<file path="src/rtl/cdfa_pkg.sv">
`timescale 1ns / 1ps
// ----------------------------------------------------------------------------
// Character-class DFA stepper package
// Shared payload types, rule store entry, control word layout and codes.
// ----------------------------------------------------------------------------
package cdfa_pkg;

  // Fixed field widths.
  localparam int STATE_W  = 4;
  localparam int SLOT_W   = 6;
  localparam int CHAR_W   = 8;
  localparam int RCHAR_W  = 7;
  localparam int COUNT_W  = 3;
  localparam int AID_W    = 5;
  localparam int PACKED_ACTIONS = 4;
  localparam int IDS_W    = AID_W * PACKED_ACTIONS;
  localparam int ACT_W    = $clog2(PACKED_ACTIONS);

  // Number of slots the slot field can address.
  localparam int SLOT_RANGE = 1 << SLOT_W;

  // Automaton constants.
  localparam int NUM_RULES_DEF  = 64;
  localparam int NUM_STATES     = 16;
  localparam int MAX_ACTIONS    = 4;
  localparam int NUM_ACTION_IDS = 32;

  // Request type codes.
  localparam logic [1:0] REQ_WRITE   = 2'd0;
  localparam logic [1:0] REQ_RESTART = 2'd1;
  localparam logic [1:0] REQ_CHAR    = 2'd2;

  typedef struct packed {
    logic [1:0]         req_type;
    logic [SLOT_W-1:0]  rule_slot;
    logic               rule_used;
    logic [STATE_W-1:0] rule_from;
    logic [RCHAR_W-1:0] rule_low;
    logic [RCHAR_W-1:0] rule_high;
    logic [STATE_W-1:0] rule_to;
    logic [COUNT_W-1:0] rule_action_count;
    logic [IDS_W-1:0]   rule_action_ids;
    logic [CHAR_W-1:0]  char_in;
  } req_t;

  typedef struct packed {
    logic [STATE_W-1:0] from_state;
    logic [STATE_W-1:0] to_state;
    logic [CHAR_W-1:0]  char_out;
    logic               action_valid;
    logic [AID_W-1:0]   action_id;
    logic               no_match;
    logic               last;
  } rsp_t;

  // One rule store entry.
  typedef struct packed {
    logic               used;
    logic [STATE_W-1:0] src;
    logic [RCHAR_W-1:0] lo;
    logic [RCHAR_W-1:0] hi;
    logic [STATE_W-1:0] dst;
    logic [COUNT_W-1:0] count;
    logic [IDS_W-1:0]   ids;
  } rule_t;

  localparam int RULE_W = $bits(rule_t);

  // Datapath operations selected by the control word.
  localparam int OP_W = 4;
  localparam logic [OP_W-1:0] OP_NONE     = 4'd0;
  localparam logic [OP_W-1:0] OP_CLR_PTR  = 4'd1;
  localparam logic [OP_W-1:0] OP_SCAN     = 4'd2;
  localparam logic [OP_W-1:0] OP_LOAD_ACT = 4'd3;
  localparam logic [OP_W-1:0] OP_EMIT_ACT = 4'd4;
  localparam logic [OP_W-1:0] OP_COMMIT   = 4'd5;
  localparam logic [OP_W-1:0] OP_EMIT_NM  = 4'd6;
  localparam logic [OP_W-1:0] OP_WRITE    = 4'd7;
  localparam logic [OP_W-1:0] OP_RESTART  = 4'd8;

  // Jump conditions.
  localparam int CND_W = 4;
  localparam logic [CND_W-1:0] CND_NEVER       = 4'd0;
  localparam logic [CND_W-1:0] CND_ALWAYS      = 4'd1;
  localparam logic [CND_W-1:0] CND_IN_FIRE     = 4'd2;
  localparam logic [CND_W-1:0] CND_REQ_WRITE   = 4'd3;
  localparam logic [CND_W-1:0] CND_REQ_RESTART = 4'd4;
  localparam logic [CND_W-1:0] CND_NOT_CHAR    = 4'd5;
  localparam logic [CND_W-1:0] CND_HALTED      = 4'd6;
  localparam logic [CND_W-1:0] CND_SCAN_STOP   = 4'd7;
  localparam logic [CND_W-1:0] CND_NOT_GOOD    = 4'd8;
  localparam logic [CND_W-1:0] CND_EMIT_DONE   = 4'd9;
  localparam logic [CND_W-1:0] CND_OUT_FREE    = 4'd10;

  localparam int UPC_W = 4;

  // Control word: when cond holds, jump to target; otherwise hold or advance.
  typedef struct packed {
    logic             accept;
    logic [OP_W-1:0]  op;
    logic [CND_W-1:0] cond;
    logic             hold;
    logic [UPC_W-1:0] target;
  } ucode_t;

  // Status flags from the datapath that the sequencer tests.
  typedef struct packed {
    logic in_fire;
    logic req_write;
    logic req_restart;
    logic req_char;
    logic halted;
    logic scan_stop;
    logic rule_good;
    logic emit_done;
    logic out_free;
  } seq_flags_t;

endpackage

</file>
<file path="src/rtl/cdfa_ram.sv">
`timescale 1ns / 1ps
// ----------------------------------------------------------------------------
// Generic RAM
// One write port and one read port with registered read data.
// ----------------------------------------------------------------------------
module cdfa_ram #(
  parameter int WIDTH = 8,
  parameter int DEPTH = 16
) (
  input  logic                     clk,
  input  logic                     we,
  input  logic [$clog2(DEPTH)-1:0] wr_addr,
  input  logic [WIDTH-1:0]         wr_data,
  input  logic [$clog2(DEPTH)-1:0] rd_addr,
  output logic [WIDTH-1:0]         rd_data
);

  logic [WIDTH-1:0] mem [DEPTH];

  always_ff @(posedge clk) begin
    if (we) begin
      mem[wr_addr] <= wr_data;
    end
    rd_data <= mem[rd_addr];
  end

endmodule

</file>
<file path="src/rtl/cdfa_useq.sv">
`timescale 1ns / 1ps
// ----------------------------------------------------------------------------
// Microcode sequencer
// Step counter and control store that drive the stepper datapath.
// ----------------------------------------------------------------------------
module cdfa_useq
  import cdfa_pkg::*;
(
  input  logic       clk,
  input  logic       rst,
  input  seq_flags_t flags,
  output ucode_t     cw
);

  // Step addresses.
  localparam logic [UPC_W-1:0] S_IDLE    = 4'd0;
  localparam logic [UPC_W-1:0] S_DEC_WR  = 4'd1;
  localparam logic [UPC_W-1:0] S_DEC_RS  = 4'd2;
  localparam logic [UPC_W-1:0] S_DEC_CH  = 4'd3;
  localparam logic [UPC_W-1:0] S_DEC_HLT = 4'd4;
  localparam logic [UPC_W-1:0] S_PRIME0  = 4'd5;
  localparam logic [UPC_W-1:0] S_PRIME1  = 4'd6;
  localparam logic [UPC_W-1:0] S_SCAN    = 4'd7;
  localparam logic [UPC_W-1:0] S_CHECK   = 4'd8;
  localparam logic [UPC_W-1:0] S_LOADACT = 4'd9;
  localparam logic [UPC_W-1:0] S_EMIT    = 4'd10;
  localparam logic [UPC_W-1:0] S_COMMIT  = 4'd11;
  localparam logic [UPC_W-1:0] S_NOMATCH = 4'd12;
  localparam logic [UPC_W-1:0] S_WRITE   = 4'd13;
  localparam logic [UPC_W-1:0] S_RESTART = 4'd14;
  localparam logic [UPC_W-1:0] S_SPARE   = 4'd15;

  logic [UPC_W-1:0] upc;
  logic [UPC_W-1:0] upc_next;
  logic             take;

  // Control store.
  always_comb begin
    unique case (upc)
      S_IDLE:    cw = '{1'b1, OP_NONE,     CND_IN_FIRE,     1'b1, S_DEC_WR};
      S_DEC_WR:  cw = '{1'b0, OP_NONE,     CND_REQ_WRITE,   1'b0, S_WRITE};
      S_DEC_RS:  cw = '{1'b0, OP_NONE,     CND_REQ_RESTART, 1'b0, S_RESTART};
      S_DEC_CH:  cw = '{1'b0, OP_NONE,     CND_NOT_CHAR,    1'b0, S_IDLE};
      S_DEC_HLT: cw = '{1'b0, OP_NONE,     CND_HALTED,      1'b0, S_NOMATCH};
      S_PRIME0:  cw = '{1'b0, OP_CLR_PTR,  CND_NEVER,       1'b0, S_IDLE};
      S_PRIME1:  cw = '{1'b0, OP_SCAN,     CND_NEVER,       1'b0, S_IDLE};
      S_SCAN:    cw = '{1'b0, OP_SCAN,     CND_SCAN_STOP,   1'b1, S_CHECK};
      S_CHECK:   cw = '{1'b0, OP_NONE,     CND_NOT_GOOD,    1'b0, S_NOMATCH};
      S_LOADACT: cw = '{1'b0, OP_LOAD_ACT, CND_NEVER,       1'b0, S_IDLE};
      S_EMIT:    cw = '{1'b0, OP_EMIT_ACT, CND_EMIT_DONE,   1'b1, S_COMMIT};
      S_COMMIT:  cw = '{1'b0, OP_COMMIT,   CND_ALWAYS,      1'b0, S_IDLE};
      S_NOMATCH: cw = '{1'b0, OP_EMIT_NM,  CND_OUT_FREE,    1'b1, S_IDLE};
      S_WRITE:   cw = '{1'b0, OP_WRITE,    CND_ALWAYS,      1'b0, S_IDLE};
      S_RESTART: cw = '{1'b0, OP_RESTART,  CND_ALWAYS,      1'b0, S_IDLE};
      S_SPARE:   cw = '{1'b0, OP_NONE,     CND_ALWAYS,      1'b0, S_IDLE};
      default:   cw = '{1'b0, OP_NONE,     CND_ALWAYS,      1'b0, S_IDLE};
    endcase
  end

  always_comb begin
    unique case (cw.cond)
      CND_NEVER:       take = 1'b0;
      CND_ALWAYS:      take = 1'b1;
      CND_IN_FIRE:     take = flags.in_fire;
      CND_REQ_WRITE:   take = flags.req_write;
      CND_REQ_RESTART: take = flags.req_restart;
      CND_NOT_CHAR:    take = !flags.req_char;
      CND_HALTED:      take = flags.halted;
      CND_SCAN_STOP:   take = flags.scan_stop;
      CND_NOT_GOOD:    take = !flags.rule_good;
      CND_EMIT_DONE:   take = flags.emit_done;
      CND_OUT_FREE:    take = flags.out_free;
      default:         take = 1'b1;
    endcase
  end

  always_comb begin
    if (take) begin
      upc_next = cw.target;
    end else if (cw.hold) begin
      upc_next = upc;
    end else begin
      upc_next = upc + 1'b1;
    end
  end

  always_ff @(posedge clk) begin
    if (rst) begin
      upc <= S_IDLE;
    end else begin
      upc <= upc_next;
    end
  end

`ifndef SYNTHESIS
  // A jump never lands on the unused step.
  a_no_spare: assert property (@(posedge clk) disable iff (rst) upc != S_SPARE)
    else $error("sequencer reached unused step");
  // The input is taken only in the idle step.
  a_accept_idle: assert property (@(posedge clk) disable iff (rst)
    cw.accept |-> upc == S_IDLE)
    else $error("accept outside idle step");
  // A scan that has not stopped keeps scanning.
  a_scan_hold: assert property (@(posedge clk) disable iff (rst)
    upc == S_SCAN && !flags.scan_stop |=> upc == S_SCAN)
    else $error("scan left without a stop");
`endif

endmodule

</file>
<file path="src/rtl/char_class_dfa_stepper.sv">
`timescale 1ns / 1ps
// ----------------------------------------------------------------------------
// Character-class DFA stepper
// Table-driven automaton with a loadable rule store, run by a microcoded
// sequencer over a rule scan datapath.
// ----------------------------------------------------------------------------
//
//   Channel  Direction  Handshake              Payload
//   req      in         req_valid / req_ready  req_t: write, restart or char
//   rsp      out        rsp_valid / rsp_ready  rsp_t: one action result
//
// A character is scanned against the rule store, one store read per cycle over
// up to SLOTS slots, then yields one result per action, at least one; a miss
// or a halted character yields a single no-match result. Synchronous reset clears
// the state, the halt flag and the per-slot valid bits.
// A stalled result port holds the emit step; the next request waits until the
// previous one has handed its last result to the output register.
// ----------------------------------------------------------------------------
module char_class_dfa_stepper
  import cdfa_pkg::*;
#(
  parameter int NUM_RULES = NUM_RULES_DEF
) (
  input  logic clk,
  input  logic rst,
  input  logic req_valid,
  output logic req_ready,
  input  req_t req,
  output logic rsp_valid,
  input  logic rsp_ready,
  output rsp_t rsp
);

  // Only the slots reachable by the slot field are stored; any further
  // slots can never be written and always read as unused.
  localparam int SLOTS = (NUM_RULES < SLOT_RANGE) ? NUM_RULES : SLOT_RANGE;
  localparam int AW    = $clog2(SLOTS);

  ucode_t     cw;
  seq_flags_t flags;

  // Latched request transaction.
  req_t item;

  logic [STATE_W-1:0] state;
  logic               halted;
  logic [SLOTS-1:0]   slot_valid;

  // Rule scan pointers: scan_ptr addresses the RAM, eval_ptr names the
  // entry whose data is on the read port.
  logic [AW-1:0] scan_ptr;
  logic [AW-1:0] eval_ptr;
  logic [RULE_W-1:0] rd_word;
  rule_t rd_rule;
  rule_t rule;
  logic  hit;
  logic  match;

  // Action emission.
  logic [ACT_W-1:0]   act_idx;
  logic [COUNT_W-1:0] act_n;
  logic [AID_W-1:0]   cur_id;
  logic               emit_last;

  logic in_fire;
  logic out_free;
  logic wr_en;

  cdfa_useq u_seq (
    .clk   (clk),
    .rst   (rst),
    .flags (flags),
    .cw    (cw)
  );

  cdfa_ram #(
    .WIDTH (RULE_W),
    .DEPTH (SLOTS)
  ) u_store (
    .clk     (clk),
    .we      (wr_en),
    .wr_addr (item.rule_slot[AW-1:0]),
    .wr_data ({item.rule_used, item.rule_from, item.rule_low, item.rule_high,
               item.rule_to, item.rule_action_count, item.rule_action_ids}),
    .rd_addr (scan_ptr),
    .rd_data (rd_word)
  );

  function automatic logic [COUNT_W-1:0] clamp_count(logic [COUNT_W-1:0] c);
    int n;
    n = int'(c);
    if (n > MAX_ACTIONS) begin
      n = MAX_ACTIONS;
    end
    if (n > PACKED_ACTIONS) begin
      n = PACKED_ACTIONS;
    end
    return COUNT_W'(n);
  endfunction

  assign req_ready = cw.accept;
  assign in_fire   = req_valid && req_ready;
  assign out_free  = !rsp_valid || rsp_ready;
  assign wr_en     = (cw.op == OP_WRITE) && (int'(item.rule_slot) < SLOTS);

  assign rd_rule = rule_t'(rd_word);

  // A slot matches when it holds a live rule for the current state and its
  // range covers the character; bytes above 127 never fall in a range.
  assign match = slot_valid[eval_ptr] && rd_rule.used && (rd_rule.src == state) &&
                 !item.char_in[CHAR_W-1] &&
                 (item.char_in[RCHAR_W-1:0] >= rd_rule.lo) &&
                 (item.char_in[RCHAR_W-1:0] <= rd_rule.hi);

  assign cur_id    = rule.ids[act_idx*AID_W +: AID_W];
  assign emit_last = (act_n == '0) || (COUNT_W'(act_idx) == act_n - 1'b1);

  always_comb begin
    flags.in_fire     = in_fire;
    flags.req_write   = item.req_type == REQ_WRITE;
    flags.req_restart = item.req_type == REQ_RESTART;
    flags.req_char    = item.req_type == REQ_CHAR;
    flags.halted      = halted;
    flags.scan_stop   = match || (eval_ptr == AW'(SLOTS - 1));
    // A matching rule with a target beyond the state space counts as a miss.
    flags.rule_good   = hit && (int'(rule.dst) < NUM_STATES);
    flags.emit_done   = out_free && emit_last;
    flags.out_free    = out_free;
  end

  // Request capture, rule scan and action bookkeeping.
  always_ff @(posedge clk) begin
    if (in_fire) begin
      item <= req;
    end
    unique case (cw.op)
      OP_CLR_PTR: begin
        scan_ptr <= '0;
      end
      OP_SCAN: begin
        if (scan_ptr != AW'(SLOTS - 1)) begin
          scan_ptr <= scan_ptr + 1'b1;
        end
        eval_ptr <= scan_ptr;
        rule     <= rd_rule;
        hit      <= match;
      end
      OP_LOAD_ACT: begin
        act_idx <= '0;
        act_n   <= clamp_count(rule.count);
      end
      OP_EMIT_ACT: begin
        if (out_free) begin
          act_idx <= act_idx + 1'b1;
        end
      end
      default: begin
      end
    endcase
  end

  // Architectural state and valid bits.
  always_ff @(posedge clk) begin
    if (rst) begin
      state      <= '0;
      halted     <= 1'b0;
      slot_valid <= '0;
    end else begin
      unique case (cw.op)
        OP_COMMIT: begin
          state <= rule.dst;
        end
        OP_EMIT_NM: begin
          if (out_free) begin
            halted <= 1'b1;
          end
        end
        OP_WRITE: begin
          if (wr_en) begin
            slot_valid[item.rule_slot[AW-1:0]] <= 1'b1;
          end
        end
        OP_RESTART: begin
          state  <= '0;
          halted <= 1'b0;
        end
        default: begin
        end
      endcase
    end
  end

  // Output register: a result waits here while the sequencer moves on.
  always_ff @(posedge clk) begin
    if (rst) begin
      rsp_valid <= 1'b0;
    end else if ((cw.op == OP_EMIT_ACT || cw.op == OP_EMIT_NM) && out_free) begin
      rsp_valid <= 1'b1;
    end else if (rsp_ready) begin
      rsp_valid <= 1'b0;
    end
  end

  always_ff @(posedge clk) begin
    if (out_free) begin
      if (cw.op == OP_EMIT_ACT) begin
        rsp.from_state   <= state;
        rsp.to_state     <= rule.dst;
        rsp.char_out     <= item.char_in;
        rsp.action_valid <= (act_n != '0) && (int'(cur_id) < NUM_ACTION_IDS);
        rsp.action_id    <= (act_n != '0) ? cur_id : '0;
        rsp.no_match     <= 1'b0;
        rsp.last         <= emit_last;
      end else if (cw.op == OP_EMIT_NM) begin
        rsp.from_state   <= state;
        rsp.to_state     <= state;
        rsp.char_out     <= item.char_in;
        rsp.action_valid <= 1'b0;
        rsp.action_id    <= '0;
        rsp.no_match     <= 1'b1;
        rsp.last         <= 1'b1;
      end
    end
  end

`ifndef SYNTHESIS
  // A no-match result is always the single, action-free final result.
  a_nomatch_shape: assert property (@(posedge clk) disable iff (rst)
    rsp_valid && rsp.no_match |-> rsp.last && !rsp.action_valid)
    else $error("malformed no-match result");
  // Halting goes together with handing out a no-match result.
  a_halt_reported: assert property (@(posedge clk) disable iff (rst)
    $rose(halted) |-> rsp_valid && rsp.no_match)
    else $error("halted without a no-match result");
  // A matched result never reports a target outside the state space.
  a_target_range: assert property (@(posedge clk) disable iff (rst)
    rsp_valid && !rsp.no_match |-> int'(rsp.to_state) < NUM_STATES)
    else $error("result target out of range");
  // The state only moves on a commit or a restart.
  a_state_move: assert property (@(posedge clk) disable iff (rst)
    cw.op != OP_COMMIT && cw.op != OP_RESTART |=> $stable(state))
    else $error("state changed outside commit or restart");
`endif

endmodule
</file>
<file path="config.mk">
export PLATFORM = sky130hd
export DESIGN_NAME = char_class_dfa_stepper
export DESIGN_NICKNAME = d
export VERILOG_FILES = /design/src/rtl/cdfa_pkg.sv /design/src/rtl/cdfa_ram.sv /design/src/rtl/cdfa_useq.sv /design/src/rtl/char_class_dfa_stepper.sv
export SDC_FILE = /design/constraint.sdc
export NUM_CORES = 2
export LEC_CHECK = 0
export ABC_AREA = 1
export BUFFER_PORTS_ARGS = -buffer_cell sky130_fd_sc_hd__buf_4
export CORE_ASPECT_RATIO = 1.1
export CORE_MARGIN = 2
export CORE_UTILIZATION = 30
export DETAILED_ROUTE_END_ITERATION = 8
export PLACE_DENSITY = 0.5
export SLEW_MARGIN = 20
export SYNTH_ARGS = -nofsm -noshare
export SYNTH_HDL_FRONTEND = slang
export SYNTH_SLANG_ARGS = --single-unit
export TNS_END_PERCENT = 10
</file>
<file path="constraint.sdc">
create_clock -name clk -period 6.6 [get_ports clk]
set_input_delay 0 -clock clk [delete_from_list [all_inputs] [get_ports clk]]
set_output_delay 0 -clock clk [all_outputs]
set_load 0.02 [all_outputs]
</file>
==> results.txt <==
----------------------------------------------------
[Clock network]
  Post-CTS setup repair buffer count ... 0
  Root cell of the clock tree ... clkbuf_16
  Hold-fix buffer count after cts ... 128
  Latest clock arrival within the worst-skew pair ... 0.95 ns
  Max Buffers Root-to-Sink ... 4
  CTS Buf Count ... 343
  Maximum level of the CTS H-tree ... 5
  Clock tree from TritonCTS ... yes
  Post-cts repair resize count ... 0
  Clock-pin slew of the registers on the worst-case setup and hold paths ... 0.06 ns
  TritonCTS sink count ... 3209

[Placed design]
  Post-placement cell area ... 0.1314 mm²
  Post-detailed-placement half-perimeter wirelength ... 240.7 mm
  Pre-CTS worst setup slack ... 2.466 ns
  Port Buf Inserts ... 91
  Instance count after placement with tap cells included ... 14240
  Final Wtd Congestion ... 0.8360

[GRT]
  Maximum number of pins on one net before global-route repair ... 182
  Number of global-route vias before repair ... 77500
  Number of antenna violations at the first check in global routing ... 34
  Total global routing track utilization ... 20.14%
  Wire length of the first global-routing pass ... 605.6 mm
  Aggregate global routing overflow ... 0

[Worst setup path]
  Kind of start point of the critical path ... register
  Critical path's largest stage delay ... 0.95 ns
  Critical path cell sequence ... inv_1 > nor2_1 > inv_1 > nor2_1 > nand2_1 > nor2_4 > buf_4
  Highest fanout seen on the critical path ... 39
  Critical Path Slowest Stage Cell ... buf_4
  Path type of the worst setup path ... register to register
  Crit path DAT ... 4.80 ns
  Worst setup EP type ... register
  CP Data Required Time ... 7.12 ns

[Power]
  Standby leakage power ... 44.87 nW
  Power Total ... 57.25 mW
  Maximum vdd drop ... 345.3 µV
  Ratio of total power to cell area ... 399.0 mW/mm²

[Final layout]
  Finished Layout Cells ... 15000
  Share of layout cells above drive strength 1 ... 9.530%
  Final Net Count ... 9350
  Area added between synthesis and finish ... 16.36%
  Utilization after layout ... 35.11%
  Final standard cell area without fillers ... 0.1435 mm²

[Timing]
  Max-slew violations ... 0
  Final setup violation count ... 0
  Worst-case headroom to the max-slew limit ... 20.10%
  Worst Clk Skew ... 0.05231 ns
  Post-route worst setup slack ... 2.319 ns
  Max Clk Rate ... 233.6 MHz
  Tmin final ... 4.281 ns
  RSZ-0062 raised after global routing ... false
  Hold Slack ... 0.1775 ns
  Final total negative setup slack ... 0 ns
  Post-route clock period utilization ... 64.86%
  Slew at the pin closest to its max-slew limit ... 1.196 ns
  Number of failing hold endpoints at the final stage ... 0

[Routing]
  Via-to-Cell Ratio ... 5.442
  Average wire length per cell after detail routing ... 29.06 µm
  Drt initial violations ... 11050
  Number of nets with antenna violations after detailed routing ... 0
  Via Count ... 81630
  DRT Pass-1 Iters ... 6
  Number of remaining DRC errors ... 0
  Detailed-route wire length ... 435.8 mm

[Logic synthesis]
  Synth Instances ... 9077
  Yosys warns ... 0
  Synthesized netlist net count ... 9168
  Number of enable flip-flop cells after synthesis ... 3075
  Avg Cell Area, Syn ... 13.59 µm²
  Synthesized cell area ... 0.1233 mm²
  Top cells by area in the synthesized netlist ... edfxtp_1, o21ai_0, nor2_1
  Synth Register Bits ... 3209
  Cell with the most instances after synthesis ... edfxtp_1
  Share of Yosys cell area claimed by the top area cell type ... 74.87%
  Most numerous cell types in the synthesized netlist ... edfxtp_1, nor2_1, o21ai_0
  Primary FF master, synth ... edfxtp_1
  Fraction of registers with async set/reset ... 0%
  Yosys cell types ... 44
  Seq/Total Area, Yosys ... 77.04%
  Synth area leader ... edfxtp_1

[Floorplan]
  Number of top-level pins ... 92
  Die W ... 615.3 µm
  Standard-cell rows ... 246
  Initial core utilization ... 30.17%
  Floorplan die area ... 0.4163 mm²
  Core region area ... 0.4088 mm²
  Floorplan die height ... 676.5 µm

[Job]
  Max-cap violations ... 0

[Worst hold path]
  Type of the most critical hold path ... primary input to register

[Outcome]
  Status ... finished, final reports clean

----------------------------------------------------
==> metal layers <==
layer,part of all wire [%],track usage (%)
met4,3.4,6.829
met1,42,28.28
met3,8.9,3.395
met2,45,31.55
met5,0.021,0
==> cell usage in the layout, fill, tap and decap left out, drive strengths merged, types with 153 or more instances in the layout <==
cell    count
clkinv    153
nor2     1761
nand3     246
nand2     457
edfxtp   3075
clkbuf    437
o22ai     450
o21ai    1504
o221ai    289
buf       347
==> power breakdown <==
| group | total, mW | internal [mW] | leakage [nW] | switching (mW) |
|---|---|---|---|---|
| Clock | 18.7 | 10.6 | 5.28 | 8.09 |
| Sequential | 23.7 | 23.3 | 28.8 | 0.378 |
| Combinational | 14.8 | 3.67 | 10.8 | 11.2 |
| Total | 57.3 | 37.6 | 44.9 | 19.6 |
==> area by class of cell <==
class,count,area [µm²]
flip-flops and latches,3209,95020
clock inverters,187,1538
inverters,126,515.5
repair buffers,475,4593
diodes,5,12.51
clock buffers,437,9226
well taps,5456,6827
multi-input cells,5104,25770
fillers,39480,265200
==> flip-flops by register name, summed over array words and instances (netlist names), 6 cells and up <==
name,flops
rule,27
u_store.rd_data,46
item,62
slot_valid,64
u_store.mem,2944
u_seq.cw,14
rsp,24
eval_ptr,6
scan_ptr,6
==> worst max-delay path: cells and delay by family (launching register included) <==
kind          cells  cell delay (ns)
flops             1             0.34
buf+inv           3             1.09
simple gates      4             2.36
==> kinds of logic (layout without fill, tap and decap cells) <==
logic type,Yosys count,after routing,synth area share (%)
AOI/OAI and AO/OA,2556,2556,12.13
xor gates and xnor gates,6,6,0.04261
adders and majority gates,25,25,0.2536
buffers and inverters,764,1225,2.471
DFF,3209,3209,77.04
other,0,5,0
and+or+nand+nor,2517,2517,8.056
==> path summary, 6_finish.rpt <==
check / to / slack, ns / depth (start not counted) / startpoint
worst max-delay path: u_store.mem[32][12]$_DFFE_PP_ / 2.32 / 7 / u_seq.cw[11]$_SDFF_PN0_
worst min-delay path: item[6]$_DFFE_PP_ / 0.18 / 2 / req[6]
worst max register to register: u_store.mem[32][12]$_DFFE_PP_ / 2.32 / 7 / u_seq.cw[11]$_SDFF_PN0_
worst min register to register: rule[24]$_DFFE_PN_ / 0.41 / 0 / u_store.rd_data[24]$_DFF_P_
No activity file was read; power rests on OpenSTA's default activity.
